**src/swm_pkg.sv**
```systemverilog
// Shared widths, defaults and command codes of the sliding-window median core.
`default_nettype none
package swm_pkg;

   localparam int WINDOW_DEFAULT = 8;
   localparam int MODE_W         = 2;
   localparam int SAMPLE_W       = 16;
   localparam int MEDIAN_W       = 17;
   localparam int FILL_W         = 7;

   // request commands
   localparam logic [MODE_W-1:0] MODE_ADD         = 2'd0;
   localparam logic [MODE_W-1:0] MODE_CLEAR       = 2'd1;
   localparam logic [MODE_W-1:0] MODE_KEEP_NEWEST = 2'd2;

endpackage
`default_nettype wire

```
**src/swm_ram.sv**
```systemverilog
// Simple dual-port RAM, one write and one read port, registered read data.
`default_nettype none
module swm_ram #(
   parameter int DEPTH = swm_pkg::WINDOW_DEFAULT,
   parameter int WIDTH = swm_pkg::SAMPLE_W
) (
   input  wire logic                     clock,
   input  wire logic                     wr_en,
   input  wire logic [$clog2(DEPTH)-1:0] wr_addr,
   input  wire logic [WIDTH-1:0]         wr_data,
   input  wire logic                     rd_en,
   input  wire logic [$clog2(DEPTH)-1:0] rd_addr,
   output logic      [WIDTH-1:0]         rd_data
);

   logic [WIDTH-1:0] mem [DEPTH];
   logic [WIDTH-1:0] rd_data_ff;

   always_ff @(posedge clock) begin
      if (wr_en) begin
         mem[wr_addr] <= wr_data;
      end
      if (rd_en) begin
         rd_data_ff <= mem[rd_addr];
      end
   end

   assign rd_data = rd_data_ff;

endmodule
`default_nettype wire

```
**src/sliding_window_median_core.sv**
```systemverilog
// Sliding-window median core: sample ring, sorted copy and the update sequencer.
//
//   channel  | direction | ports                                   | moves
//   ---------+-----------+-----------------------------------------+--------------------------
//   req      | in        | req_valid, req_stall, req_mode,         | one command beat
//            |           | req_sample                              |
//   rsp      | out       | rsp_valid, rsp_stall, rsp_median_times_ | one result beat per
//            |           | two, rsp_median_valid, rsp_fill_count,  | command beat
//            |           | rsp_was_full                            |
//
// Sequencing: one command at a time. Clear, the reserved code and keep-newest on an empty
// window go straight to the median step; keep-newest on a held window first copies the
// newest sample; an add is paced by the one read port of the sorted copy, and an add into
// a full window needs a removal sweep and an insertion sweep.
// Reset: synchronous, active high; empties the window. No clearing sweep is needed.
// Stalls: a finished beat waits in the rsp register while the next command is taken.
`default_nettype none
module sliding_window_median_core #(
   parameter int WINDOW = swm_pkg::WINDOW_DEFAULT
) (
   input  wire logic                                clock,
   input  wire logic                                reset,
   input  wire logic                                req_valid,
   output logic                                     req_stall,
   input  wire logic        [swm_pkg::MODE_W-1:0]   req_mode,
   input  wire logic signed [swm_pkg::SAMPLE_W-1:0] req_sample,
   output logic                                     rsp_valid,
   input  wire logic                                rsp_stall,
   output logic signed      [swm_pkg::MEDIAN_W-1:0] rsp_median_times_two,
   output logic                                     rsp_median_valid,
   output logic             [swm_pkg::FILL_W-1:0]   rsp_fill_count,
   output logic                                     rsp_was_full
);

   localparam int IDX_W = $clog2(WINDOW);
   localparam int CNT_W = $clog2(WINDOW + 1);
   localparam int SW    = swm_pkg::SAMPLE_W;
   localparam int MW    = swm_pkg::MEDIAN_W;

   typedef enum logic [3:0] {
      ST_IDLE,
      ST_OLD,
      ST_NEWEST,
      ST_REMOVE,
      ST_INSERT,
      ST_MED,
      ST_MED_HI,
      ST_MED_SUM,
      ST_FIN
   } state_type;

   state_type               state_ff, state_in;
   logic [IDX_W-1:0]        wp_ff, wp_in;
   logic [CNT_W-1:0]        held_ff, held_in;
   logic [CNT_W-1:0]        len_ff, len_in;
   logic [CNT_W-1:0]        cnt_ff, cnt_in;
   logic                    pend_ff, pend_in;
   logic [IDX_W-1:0]        pend_idx_ff, pend_idx_in;
   logic                    found_ff, found_in;
   logic                    was_full_ff, was_full_in;
   logic signed [SW-1:0]    sample_ff, sample_in;
   logic signed [SW-1:0]    old_ff, old_in;
   logic signed [SW-1:0]    carry_ff, carry_in;
   logic signed [SW-1:0]    lo_ff, lo_in;
   logic signed [MW-1:0]    res_ff, res_in;

   logic                    rsp_valid_ff, rsp_valid_in;
   logic signed [MW-1:0]    rsp_med_ff, rsp_med_in;
   logic                    rsp_mvalid_ff, rsp_mvalid_in;
   logic [swm_pkg::FILL_W-1:0] rsp_fill_ff, rsp_fill_in;
   logic                    rsp_full_ff, rsp_full_in;

   // ring memory port signals
   logic                    ring_we, ring_re;
   logic [IDX_W-1:0]        ring_waddr, ring_raddr;
   logic signed [SW-1:0]    ring_wdata, ring_rdata;
   // sorted copy port signals
   logic                    srt_we, srt_re;
   logic [IDX_W-1:0]        srt_waddr, srt_raddr;
   logic signed [SW-1:0]    srt_wdata, srt_rdata;

   logic [IDX_W-1:0]        wp_next;
   logic                    win_full;
   logic                    issue;
   logic                    pass_done;
   logic [CNT_W-1:0]        lo_idx, hi_idx;

   // Sample ring: slot wp_ff holds the newest sample.
   swm_ram #(.DEPTH(WINDOW), .WIDTH(SW)) u_ring (
      .clock   (clock),
      .wr_en   (ring_we),
      .wr_addr (ring_waddr),
      .wr_data (ring_wdata),
      .rd_en   (ring_re),
      .rd_addr (ring_raddr),
      .rd_data (ring_rdata)
   );

   // Sorted copy: slots 0..held-1 hold the window in ascending order.
   swm_ram #(.DEPTH(WINDOW), .WIDTH(SW)) u_sorted (
      .clock   (clock),
      .wr_en   (srt_we),
      .wr_addr (srt_waddr),
      .wr_data (srt_wdata),
      .rd_en   (srt_re),
      .rd_addr (srt_raddr),
      .rd_data (srt_rdata)
   );

   assign wp_next   = (wp_ff == IDX_W'(WINDOW - 1)) ? '0 : wp_ff + 1'b1;
   assign win_full  = (held_ff == CNT_W'(WINDOW));
   // a sweep issues one read a cycle and handles its data the cycle after
   assign issue     = (cnt_ff < len_ff);
   assign pass_done = !issue && !pend_ff;
   assign lo_idx    = (held_ff - 1'b1) >> 1;
   assign hi_idx    = held_ff >> 1;

   always_comb begin
      state_in    = state_ff;
      wp_in       = wp_ff;
      held_in     = held_ff;
      len_in      = len_ff;
      cnt_in      = cnt_ff;
      pend_in     = 1'b0;
      pend_idx_in = pend_idx_ff;
      found_in    = found_ff;
      was_full_in = was_full_ff;
      sample_in   = sample_ff;
      old_in      = old_ff;
      carry_in    = carry_ff;
      lo_in       = lo_ff;
      res_in      = res_ff;

      rsp_valid_in  = rsp_valid_ff && rsp_stall;
      rsp_med_in    = rsp_med_ff;
      rsp_mvalid_in = rsp_mvalid_ff;
      rsp_fill_in   = rsp_fill_ff;
      rsp_full_in   = rsp_full_ff;

      ring_we    = 1'b0;
      ring_waddr = wp_ff;
      ring_wdata = sample_ff;
      ring_re    = 1'b0;
      ring_raddr = wp_next;
      srt_we     = 1'b0;
      srt_waddr  = '0;
      srt_wdata  = carry_ff;
      srt_re     = 1'b0;
      srt_raddr  = cnt_ff[IDX_W-1:0];

      unique case (state_ff)
         ST_IDLE: begin
            if (req_valid) begin
               sample_in   = req_sample;
               was_full_in = 1'b0;
               cnt_in      = '0;
               found_in    = 1'b0;
               unique case (req_mode)
                  swm_pkg::MODE_ADD: begin
                     wp_in = wp_next;
                     if (win_full) begin
                        // fetch the oldest sample before it is overwritten
                        ring_re     = 1'b1;
                        was_full_in = 1'b1;
                        state_in    = ST_OLD;
                     end else begin
                        ring_we    = 1'b1;
                        ring_waddr = wp_next;
                        ring_wdata = req_sample;
                        held_in    = held_ff + 1'b1;
                        len_in     = held_ff;
                        carry_in   = req_sample;
                        state_in   = ST_INSERT;
                     end
                  end
                  swm_pkg::MODE_CLEAR: begin
                     held_in  = '0;
                     wp_in    = IDX_W'(WINDOW - 1);
                     state_in = ST_MED;
                  end
                  swm_pkg::MODE_KEEP_NEWEST: begin
                     if (held_ff == '0) begin
                        wp_in    = IDX_W'(WINDOW - 1);
                        state_in = ST_MED;
                     end else begin
                        ring_re    = 1'b1;
                        ring_raddr = wp_ff;
                        state_in   = ST_NEWEST;
                     end
                  end
                  default: begin
                     state_in = ST_MED;
                  end
               endcase
            end
         end
         ST_OLD: begin
            old_in     = ring_rdata;
            ring_we    = 1'b1;
            ring_waddr = wp_ff;
            ring_wdata = sample_ff;
            len_in     = held_ff;
            state_in   = ST_REMOVE;
         end
         ST_NEWEST: begin
            ring_we    = 1'b1;
            ring_waddr = '0;
            ring_wdata = ring_rdata;
            srt_we     = 1'b1;
            srt_waddr  = '0;
            srt_wdata  = ring_rdata;
            held_in    = CNT_W'(1);
            wp_in      = '0;
            state_in   = ST_MED;
         end
         ST_REMOVE: begin
            srt_re      = issue;
            pend_in     = issue;
            pend_idx_in = cnt_ff[IDX_W-1:0];
            if (issue) begin
               cnt_in = cnt_ff + 1'b1;
            end
            if (pend_ff) begin
               // drop the first copy of the oldest sample, close the gap
               priority if (!found_ff && srt_rdata == old_ff) begin
                  found_in = 1'b1;
               end else if (found_ff) begin
                  srt_we    = 1'b1;
                  srt_waddr = pend_idx_ff - 1'b1;
                  srt_wdata = srt_rdata;
               end else begin
                  // below the oldest sample: hold the slot as it is
                  srt_we = 1'b0;
               end
            end
            if (pass_done) begin
               len_in   = held_ff - 1'b1;
               carry_in = sample_ff;
               cnt_in   = '0;
               state_in = ST_INSERT;
            end
         end
         ST_INSERT: begin
            srt_re      = issue;
            pend_in     = issue;
            pend_idx_in = cnt_ff[IDX_W-1:0];
            if (issue) begin
               cnt_in = cnt_ff + 1'b1;
            end
            if (pend_ff) begin
               // keep the smaller in place, carry the larger up
               srt_we    = 1'b1;
               srt_waddr = pend_idx_ff;
               if (carry_ff < srt_rdata) begin
                  srt_wdata = carry_ff;
                  carry_in  = srt_rdata;
               end else begin
                  srt_wdata = srt_rdata;
               end
            end
            if (pass_done) begin
               srt_we    = 1'b1;
               srt_waddr = len_ff[IDX_W-1:0];
               srt_wdata = carry_ff;
               state_in  = ST_MED;
            end
         end
         ST_MED: begin
            if (held_ff == '0) begin
               res_in   = '0;
               state_in = ST_FIN;
            end else begin
               srt_re    = 1'b1;
               srt_raddr = lo_idx[IDX_W-1:0];
               state_in  = ST_MED_HI;
            end
         end
         ST_MED_HI: begin
            lo_in     = srt_rdata;
            srt_re    = 1'b1;
            srt_raddr = hi_idx[IDX_W-1:0];
            state_in  = ST_MED_SUM;
         end
         ST_MED_SUM: begin
            // both middle slots coincide for an odd count, giving twice the value
            res_in   = MW'(lo_ff) + MW'(srt_rdata);
            state_in = ST_FIN;
         end
         ST_FIN: begin
            if (!rsp_valid_ff || !rsp_stall) begin
               rsp_valid_in  = 1'b1;
               rsp_med_in    = res_ff;
               rsp_mvalid_in = (held_ff != '0);
               rsp_fill_in   = swm_pkg::FILL_W'(held_ff);
               rsp_full_in   = was_full_ff;
               state_in      = ST_IDLE;
            end
         end
         default: begin
            state_in = ST_IDLE;
         end
      endcase
   end

   always_ff @(posedge clock) begin
      if (reset) begin
         state_ff     <= ST_IDLE;
         wp_ff        <= IDX_W'(WINDOW - 1);
         held_ff      <= '0;
         pend_ff      <= 1'b0;
         rsp_valid_ff <= 1'b0;
      end else begin
         state_ff     <= state_in;
         wp_ff        <= wp_in;
         held_ff      <= held_in;
         pend_ff      <= pend_in;
         rsp_valid_ff <= rsp_valid_in;
      end
      len_ff        <= len_in;
      cnt_ff        <= cnt_in;
      pend_idx_ff   <= pend_idx_in;
      found_ff      <= found_in;
      was_full_ff   <= was_full_in;
      sample_ff     <= sample_in;
      old_ff        <= old_in;
      carry_ff      <= carry_in;
      lo_ff         <= lo_in;
      res_ff        <= res_in;
      rsp_med_ff    <= rsp_med_in;
      rsp_mvalid_ff <= rsp_mvalid_in;
      rsp_fill_ff   <= rsp_fill_in;
      rsp_full_ff   <= rsp_full_in;
   end

   assign req_stall            = (state_ff != ST_IDLE);
   assign rsp_valid            = rsp_valid_ff;
   assign rsp_median_times_two = rsp_med_ff;
   assign rsp_median_valid     = rsp_mvalid_ff;
   assign rsp_fill_count       = rsp_fill_ff;
   assign rsp_was_full         = rsp_full_ff;

endmodule
`default_nettype wire

```
**config.mk**
```make
export PLATFORM = sky130hd
export DESIGN_NAME = sliding_window_median_core
export DESIGN_NICKNAME = d
export VERILOG_FILES = /design/src/swm_pkg.sv /design/src/swm_ram.sv /design/src/sliding_window_median_core.sv
export SDC_FILE = /design/constraint.sdc
export NUM_CORES = 1
export LEC_CHECK = 0
export ABC_AREA = 1
export BUFFER_PORTS_ARGS = -buffer_cell sky130_fd_sc_hd__buf_2
export CAP_MARGIN = 20
export CORE_ASPECT_RATIO = 1.2
export CORE_UTILIZATION = 67
export DETAILED_ROUTE_END_ITERATION = 8
export GPL_TIMING_DRIVEN = 0
export PLACE_DENSITY = 0.85
export SYNTH_ARGS = -nofsm -noshare
export SYNTH_HDL_FRONTEND = slang
export SYNTH_SLANG_ARGS = --single-unit
```
**constraint.sdc**
```tcl
create_clock -name clock -period 6.2 [get_ports clock]
set_input_delay 0.93 -clock clock [delete_from_list [all_inputs] [get_ports clock]]
set_output_delay 0.93 -clock clock [all_outputs]
set_load 0.03 [all_outputs]
```
==> impl_metrics.tcl, run 1 <==
set metrics [dict create \
    gp_congestion 0.939 \
    core_area_um2 28000 \
    avgSynthCellArea_um2 10.8 \
    tightest_slew_ns 1.19 \
    finalWirelength_mm 47.8 \
    fin_crit_sh_pct 63.3 \
    grt_max_degree 20 \
    final_layout_size_suffix_gt1_share_pct 10.8 \
    insertion_delay_ns 0.55 \
    netlist_instances 1770 \
    clkTransAtPathRegs_ns 0.06 \
    worstPathArrival_ns 4.15 \
    numCtsBuffers 39 \
    stdcell_count 2276 \
    critical_path_class "reg2reg" \
    cts_tree "yes" \
    vias 13900 \
    synth_edf_count 405 \
    area_growth_pct 11.2 \
    grt_pass1_wl_mm 74.0 \
    cts_setup_buffers 0 \
    n_antenna_cell 0 \
    cp.required_ns 6.43 \
    yosysSeqAreaShare_pct 65.1 \
    ant_nets 0 \
    tns_ns 0 \
    die_h_um 187 \
    yosysTopAreaCell "edfxtp_1" \
    drt-wirelength-per-cell_um 21.0 \
    final_common_cell "edfxtp_1" \
    p_per_area_nw_per_um2 567 \
    io_pins 50 \
    hold_viol 0 \
    grt_overflow_total 0 \
    hold_buffers 0 \
    min_period_ns 3.92 \
    synth.cell_area_um2 19100 \
    final_cell_mix "edfxtp_1, nand2_1, nor2_1" \
    post_drt_via_cell_ratio 6.11 \
    post-place-cells 2210 \
    initial_core_util_pct 68.1 \
    first_global_vias 13900 \
    cts_resized 0 \
    drtIter0Drc 1414 \
    reg2reg_depth 11 \
    hold_depth 0 \
    status "finished, final reports clean" \
    critPathMaxFanout 10 \
    fin_skew_ns 0.0201 \
    die_w_um 156 \
    drcViolationCount 0 \
    max_cap_violations 0 \
    antenna_found_initial 0 \
    htreeDepth 2 \
    fmax_mhz 255 \
    hpwlAfterDp_mm 33.6 \
    nets 1938 \
    worstSetupStartpointType "register" \
    synthTopCellsByArea "edfxtp_1, nand2_1, nor2_1, o21ai_0, inv_1" \
    drtPass1Iterations 6 \
    postPlaceCellArea_um2 20000 \
    yosys_warnings 0 \
    cts_buffer_depth 3 \
    io_buffers 45 \
    async_reset_ff_share_pct 0 \
    synth_cell_types 48 \
    cp-end-kind "register" \
    ys.flop_type "edfxtp_1" \
    rows 67 \
    slew_violations 0 \
    clock-sinks 418 \
    synth_top_cell_area_share_pct 63.7 \
    maxSlewHeadroom_pct 20.6 \
    leakagePower_nw 8.11 \
    ir_drop_mv 0.453 \
    setup_violations 0 \
    die_area_um2 29200 \
    grt.total_usage_pct 33.7 \
    min_path_type "reg2reg" \
    rsz0062_at_grt "false" \
    synth-seq-cells 418 \
    cts-root-buf "clkbuf_16" \
    fin_area_um2 21200 \
]
## synthesized netlist by cell type (all sizes together), types with 2 or more instances
cell / number
a211oi: 4
a21o: 2
a21oi: 80
a221oi: 2
a22oi: 3
buf: 34
clkbuf: 41
clkinv: 2
dfxtp: 13
edfxtp: 405
ha: 43
inv: 186
nand2: 294
nand3: 52
nand3b: 2
nand4: 18
nor2: 208
nor3: 17
nor3b: 2
nor4: 2
o211ai: 39
o21a: 6
o21ai: 206
o221ai: 17
o22ai: 37
o31ai: 2
or2: 33
xnor2: 4
xor2: 10
## through the flow
stage	setup slack (ns)	hold WS [ns]	util (%)	power, mW
detailed placement	2.41	0.407	71.3	9.44
finish	2.28	0.417	75.8	12.0
floorplan	2.64	0.400	-	7.83
CTS	2.39	0.418	75.8	11.9
global placement	1.50	0.402	70.7	9.18
global route	2.13	0.418	75.8	12.7
## per-layer routing
layer  global-route usage (%)  wire length (um)  vias to the layer above
li1                         -                 -                     6407
met1                     39.0             16700                     6608
met2                     59.3             24900                      732
met3                     4.80              3530                      167
met4                     19.9              2600                        0
met5                        0                 0                        -
## logic make-up after synthesis
kind of cell             Yosys count  synth area share (%)
flip-flops                       418                  65.1
buffers and inverters            263                  5.46
AND/OR/NAND/NOR                  630                  13.8
XOR/XNOR                          14                 0.643
adder cells (fa/ha/maj)           44                  2.92
AO/OA/AOI/OAI                    400                  12.0
other                              1                0.0197
## report_power, final
group | switching [mW] | internal, mW
Combinational | 3.53 | 1.37
Clock | 1.01 | 1.41
Sequential | 0.382 | 4.32
Total | 4.92 | 7.10
## critical path: stages, from the launching register on
cell and delay (ns):
edfxtp_1 0.53, inv_1 0.16, ha_1 0.41, nand4_1 0.22, nor3_1 0.38, nand2_1 0.13
nand3_1 0.22, nand3_1 0.33, clkbuf_1 0.36, nand2_1 0.12, nand3_1 0.07, a21oi_1 0.66
## path summary, 6_finish.rpt
path                                           start                      end  slack, ns
worst min register to register             res_ff[4]  rsp_median_times_two[4]       0.42
worst max register to register  u_sorted.rd_data[15]       u_sorted.mem[3][8]       2.28
worst min-delay path                       res_ff[4]  rsp_median_times_two[4]       0.42
worst max-delay path            u_sorted.rd_data[15]       u_sorted.mem[3][8]       2.28
## flip-flops by register name, summed over array words and instances, names as in the netlist, 3 cells and up
register	count
pend_idx_ff	3
carry_ff	16
u_ring.mem	128
wp_ff	3
old_ff	16
u_ring.rd_data	16
rsp_fill_count	4
res_ff	17
state_ff	4
sample_ff	16
len_ff	4
cnt_ff	4
u_sorted.rd_data	16
rsp_median_times_two	17
u_sorted.mem	128
held_ff	4
lo_ff	16
## area by class of cell
type | count | area [um2]
Timing Repair Buffer | 59 | 353
Clock buffer | 47 | 1050
Tap cell | 379 | 474
Fill cell | 1778 | 6780
Inverter | 188 | 706
Sequential cell | 418 | 12400
Clock inverter | 19 | 219
Multi-Input combinational cell | 1091 | 5660
Buffer | 75 | 337
No activity file was read; power rests on OpenSTA's default activity.
==> run 2, diff against run 1 <==
- ABC_AREA: 1 -> 0
- CORE_UTILIZATION: 67 -> 63
- PLACE_DENSITY: 0.85 -> 0.8
- clock period: 6.2 -> 3.7 ns (I/O delays scaled with it)
==> run 2 against run 1 <==
  * Worst setup slack worse by 2.2 ns
  * Hold slack worse by 0.20 ns
  * Via count shrank 11%
  * Register-to-register slack worse by 2.2 ns
  * Non-clock buffer count rose by 1
  * Combinational power increased by 49%
  * Synthesized cell count fell by 23%
  * Critical path depth shrank 1
  * Largest power group is now sequential cells
==> impl_metrics.tcl, run 2 <==
set metrics [dict create \
    synthTopCellsByArea "edfxtp_1, mux2_2, ha_1, nand2_1, mux2i_1" \
    tns_ns 0 \
    rows 69 \
    post_drt_via_cell_ratio 6.51 \
    ant_nets 0 \
    p_per_area_nw_per_um2 890 \
    numCtsBuffers 40 \
    post-place-ws_ns -0.552 \
    avgSynthCellArea_um2 13.9 \
    synth_adder_area_share_pct 2.94 \
    power_frac_comb_pct 38.5 \
    synth_most_common_cell "edfxtp_1" \
    switching_power_mw 6.96 \
    synth_cell_types 80 \
    yosysSeqAreaShare_pct 65.5 \
    reg_top3 "u_ring.mem (128), u_sorted.mem (128)" \
    power.internal_mw 12.0 \
    synthMuxAreaShare_pct 6.74 \
    min_period_ns 3.64 \
    cp-end-kind "register" \
    final_common_cell "edfxtp_1" \
    synth_top_cell_area_share_pct 64.1 \
    vias 12400 \
    status "finished, final reports clean" \
    async_reset_ff_share_pct 0 \
    synth_top_cells_by_count "edfxtp_1, nand2_1, a21oi_1" \
    die_w_um 160 \
    min_path_type "in2reg" \
    io_pins 50 \
    synth-seq-cells 418 \
    finalWirelength_mm 43.7 \
    cp_slowest_cell "edfxtp_1" \
    yosys_warnings 0 \
    synth_compound_area_share_pct 12.0 \
    antenna_found_initial 2 \
    fmax_mhz 275 \
    clock-sinks 418 \
    gp_congestion 0.939 \
    leakagePower_nw 7.46 \
    hpwlAfterDp_mm 31.2 \
    netlist_instances 1367 \
    synthSimpleGateAreaFrac_pct 7.79 \
    drtIter0Drc 1364 \
    switching_share_pct 36.8 \
    cts_buffer_depth 3 \
    layout_setup_ws_ns 0.0637 \
    critical_path_class "reg2reg" \
    worstSetupStartpointType "register" \
    die_h_um 192 \
    yosysTopAreaCell "edfxtp_1" \
    worstPathArrival_ns 3.94 \
    htreeDepth 2 \
    ir_drop_mv 0.618 \
    synth_top_family_by_area "compound AO/OA/AOI/OAI gates" \
    drcViolationCount 0 \
    fin_area_um2 21300 \
    clock_power_share_pct 20.9 \
    insertion_delay_ns 0.55 \
    nets 1541 \
    slew_violations 0 \
    p_seq_share_pct 40.6 \
    postPlaceCellArea_um2 20000 \
    synth.cell_area_um2 19000 \
    grt_overflow_total 0 \
    ys.flop_type "edfxtp_1" \
    initial_core_util_pct 64.0 \
    setup_violations 0 \
    fin_crit_sh_pct 98.3 \
    drt-wirelength-per-cell_um 23.0 \
    core_area_um2 29600 \
    clkTransAtPathRegs_ns 0.07 \
    drtPass1Iterations 9 \
    final_layout_size_suffix_gt1_share_pct 17.9 \
    grt_pass1_wl_mm 67.4 \
    rsz0062_at_grt "false" \
    cp_top_family "compound AO/OA/AOI/OAI gates" \
    worstPathBufferInverterCount 3 \
    synth_edf_count 405 \
    cp.required_ns 4.00 \
    cts-root-buf "clkbuf_16" \
    hold_buffers 0 \
    fin_skew_ns 0.0211 \
    hold_viol 0 \
    final_cell_mix "edfxtp_1, nand2_1, a21oi_1" \
    max_cap_violations 0 \
    grt.total_usage_pct 28.9 \
    first_global_vias 12300 \
    hold_slack_ns 0.221 \
    io_buffers 46 \
    grt_max_degree 22 \
    critPathMaxFanout 16 \
    maxSlewHeadroom_pct 33.2 \
    max_stage_delay_ns 0.60 \
    area_growth_pct 12.2 \
    crit_chain "inv_1 > ha_1 > a211o_1 > a31oi_1 > o221ai_1 > a21oi_4 > buf_2 > mux2i_2 > a31oi_4 > buf_12" \
    synth-xor-area-share_pct 1.52 \
    cts_tree "yes" \
    die_area_um2 30800 \
    tightest_slew_ns 1.00 \
]
## run 2: cell count changes after synthesis, sizes merged, moves of 16 or more
cell	delta
o21ai	-164
a221oi	+30
or2	-27
nand2	-152
nand3	-22
mux2	+65
inv	-116
o22ai	-19
mux2i	+53
a222oi	+48
nor2	-155
o32ai	+16
o211ai	-34
## run 2: timing repair
action                                  4_1_cts  5_1_grt
setup buffers                                 1        0
pin swaps                                     1        0
resized for setup                             3        5
endpoints found under the setup margin       30       92
## run 2: worst paths after layout
check | start | slack [ns] | to | cells after the start
worst max-delay path | u_sorted.rd_data[1] | 0.06 | carry_ff[3] | 10
worst min-delay path | req_sample[6] | 0.22 | sample_ff[6] | 1
worst max register to register | u_sorted.rd_data[1] | 0.06 | carry_ff[3] | 10
worst min register to register | res_ff[7] | 0.42 | rsp_median_times_two[7] | 0
## run 2: layout make-up
type	count	area, um2
diodes	1	2.50
plain buffers	71	403
clock buffers	51	1060
clock inverters	23	193
fillers	1883	8330
inverters	70	267
multi-input cells	810	6000
flip-flops and latches	418	12400
well taps	390	488
repair buffers	64	442
## run 2: cell families after synthesis
group | count (synthesis)
AOI/OAI and AO/OA | 301
xor gates and xnor gates | 33
adders and majority gates | 44
buffers and inverters | 141
DFF | 418
muxes | 118
other | 1
and+or+nand+nor | 311
## run 2: power groups by stage
stage          logic, mW  clock network, mW  registers [mW]
3_3_place_gp        6.60                  0            7.74
4_1_cts             7.16               3.98            7.66
5_1_grt             7.84               4.15            7.75
3_5_place_dp        7.04                  0            7.75
2_1_floorplan       5.04                  0            7.49
6_report            7.30               3.95            7.69
## run 2: metrics by stage
stage	std cells	utilization, %	total power, mW
2_1_floorplan	1369	-	12.5
3_3_place_gp	1805	66.5	14.3
3_5_place_dp	1822	67.4	14.8
4_1_cts	1897	71.8	18.8
5_1_grt	1897	71.9	19.7
6_report	1898	71.9	18.9
## run 2: routing by layer
metal  up-vias  track usage [%]  wire length [um]
met3       148             3.87              3070
met2       611             52.7             22600
met1      6058             33.4             15900
met4         4             14.2              2100
li1       5538                -                 -
met5         -                0                29
==> run 3, diff against run 2 <==
- CTS_BUF_LIST: not set -> sky130_fd_sc_hd__clkbuf_4 sky130_fd_sc_hd__clkbuf_8 sky130_fd_sc_hd__clkbuf_16
- TNS_END_PERCENT: not set -> 20
==> run 3 against run 2 <==
  * Routed wire length about the same
  * Worst setup slack better by 0.011 ns
  * Hold slack improved by 0.0044 ns
  * Largest cell class unchanged
  * Count of clock-buffer cells in the layout unchanged
  * Global-route usage is 0.073 points higher
  * Sequential cell count unchanged
  * Clock power is 2% higher
  * Critical path depth stayed put
  * Sequential share of layout area down 0.10 points
==> impl_metrics.tcl, run 3 (synthesis results as in run 2) <==
set metrics [dict create \
    cts_tree "yes" \
    min_path_type "in2reg" \
    reg2reg_slack_ns 0.08 \
    worstPathArrival_ns 3.92 \
    fin_skew_ns 0.0210 \
    insertion_delay_ns 0.54 \
    tightest_slew_ns 0.980 \
    fin_crit_sh_pct 98.0 \
    crit_path_end "carry_ff[3]" \
    fmax_mhz 276 \
    timing.rr.end "carry_ff[3]" \
    grt_pass1_wl_mm 67.6 \
    cp.required_ns 3.99 \
    hold_buffers 0 \
    clock-sinks 418 \
    post_drt_via_cell_ratio 6.49 \
    grt.total_usage_pct 28.9 \
    reg2reg_depth 10 \
    setup_violations 0 \
    critPathMaxFanout 16 \
    clkTransAtPathRegs_ns 0.06 \
    critPathLaunch "u_sorted.rd_data[1]" \
    cts-root-buf "clkbuf_16" \
    leakagePower_nw 7.49 \
    io_buffers 46 \
    hold_viol 0 \
    vias 12300 \
    final_cell_mix "edfxtp_1, nand2_1, a21oi_1" \
    critical_path_class "reg2reg" \
    die_w_um 160 \
    grt_overflow_total 0 \
    drcViolationCount 0 \
    final_common_cell "edfxtp_1" \
    maxSlewHeadroom_pct 34.6 \
    drt-wirelength-per-cell_um 23.0 \
    cp-end-kind "register" \
    nets 1541 \
    numCtsBuffers 40 \
    r2r_start "u_sorted.rd_data[1]" \
    rsz0062_at_grt "false" \
    final_layout_size_suffix_gt1_share_pct 18.5 \
    ant_nets 0 \
    antenna_found_initial 2 \
    die_h_um 192 \
    layout_setup_ws_ns 0.0750 \
    hold_slack_ns 0.225 \
    post-place-cells 1822 \
    drtPass1Iterations 6 \
    p_per_area_nw_per_um2 892 \
    grt_max_degree 22 \
    core_area_um2 29600 \
    io_pins 50 \
    drtIter0Drc 1289 \
    finalWirelength_mm 43.7 \
    min_period_ns 3.62 \
    htreeDepth 2 \
    hold_depth 1 \
    post-place-ws_ns -0.552 \
    die_area_um2 30800 \
    hpwlAfterDp_mm 31.2 \
    first_global_vias 12400 \
    area_growth_pct 12.4 \
    ir_drop_mv 0.621 \
    worstSetupStartpointType "register" \
    cts_buffer_depth 3 \
    status "finished, final reports clean" \
    total_power_mw 19.0 \
    gp_congestion 0.939 \
    reg_top3 "u_ring.mem (128), u_sorted.mem (128)" \
    rows 69 \
    stdcell_count 1898 \
    initial_core_util_pct 64.0 \
    max_cap_violations 0 \
    slew_violations 0 \
]
## run 3: per-layer routing
layer	global-route usage, %	vias to the layer above	routed length (um)
met1	33.3	6005	15700
met5	0	-	15
li1	-	5554	-
met4	14.5	2	2180
met2	52.8	612	22600
met3	4.02	144	3180
## run 3: cell type report
cell class / count / area [um2]
buffer: 71 / 403
multi-input combinational: 810 / 6000
clock buffer: 51 / 1100
antenna: 1 / 2.50
tap: 390 / 488
fill: 1881 / 8290
timing repair buffer: 64 / 442
clock inverter: 23 / 193
inverter: 70 / 267
sequential: 418 / 12400
## run 3: critical path, cell delays in order, from the launching register on
cell and delay [ns]:
edfxtp_1 0.59, inv_1 0.23, ha_1 0.25, a211o_1 0.30, a31oi_1 0.18, o221ai_1 0.29, a21oi_4 0.40, buf_2 0.36
mux2i_2 0.44, a31oi_4 0.15, buf_12 0.18
## run 3: what timing repair did
action / 4_1_cts / 5_1_grt
pin swaps: 1 / 0
endpoints found under the setup margin: 30 / 92
gates resized for setup: 3 / 5
setup buffers: 1 / 0
## run 3: worst min path at each step
| stage | startpoint | slack [ns] | end |
|---|---|---|---|
| global route | req_sample[1] | 0.22 | sample_ff[1] |
| floorplan | res_ff[0] | 0.40 | rsp_median_times_two[0] |
| global placement | res_ff[7] | 0.40 | rsp_median_times_two[7] |
| finish | req_sample[6] | 0.23 | sample_ff[6] |
| CTS | req_sample[9] | 0.21 | sample_ff[9] |
| detailed placement | res_ff[12] | 0.41 | rsp_median_times_two[12] |
## run 3: per-stage QoR
| stage | TNS (ns) | utilization, % | cell area [um2] |
|---|---|---|---|
| 2_1_floorplan | 0 | - | 19000 |
| 3_3_place_gp | -147.39 | 66.5 | 19700 |
| 3_5_place_dp | -8.81 | 67.4 | 20000 |
| 4_1_cts | 0 | 71.9 | 21300 |
| 5_1_grt | 0 | 72.0 | 21300 |
| 6_report | 0 | 72.0 | 21300 |
## run 3: power breakdown
group	switching, mW	leakage, nW	internal, mW
Sequential	0.665	3.76	7.02
Combinational	4.60	3.08	2.70
Clock	1.70	0.647	2.33
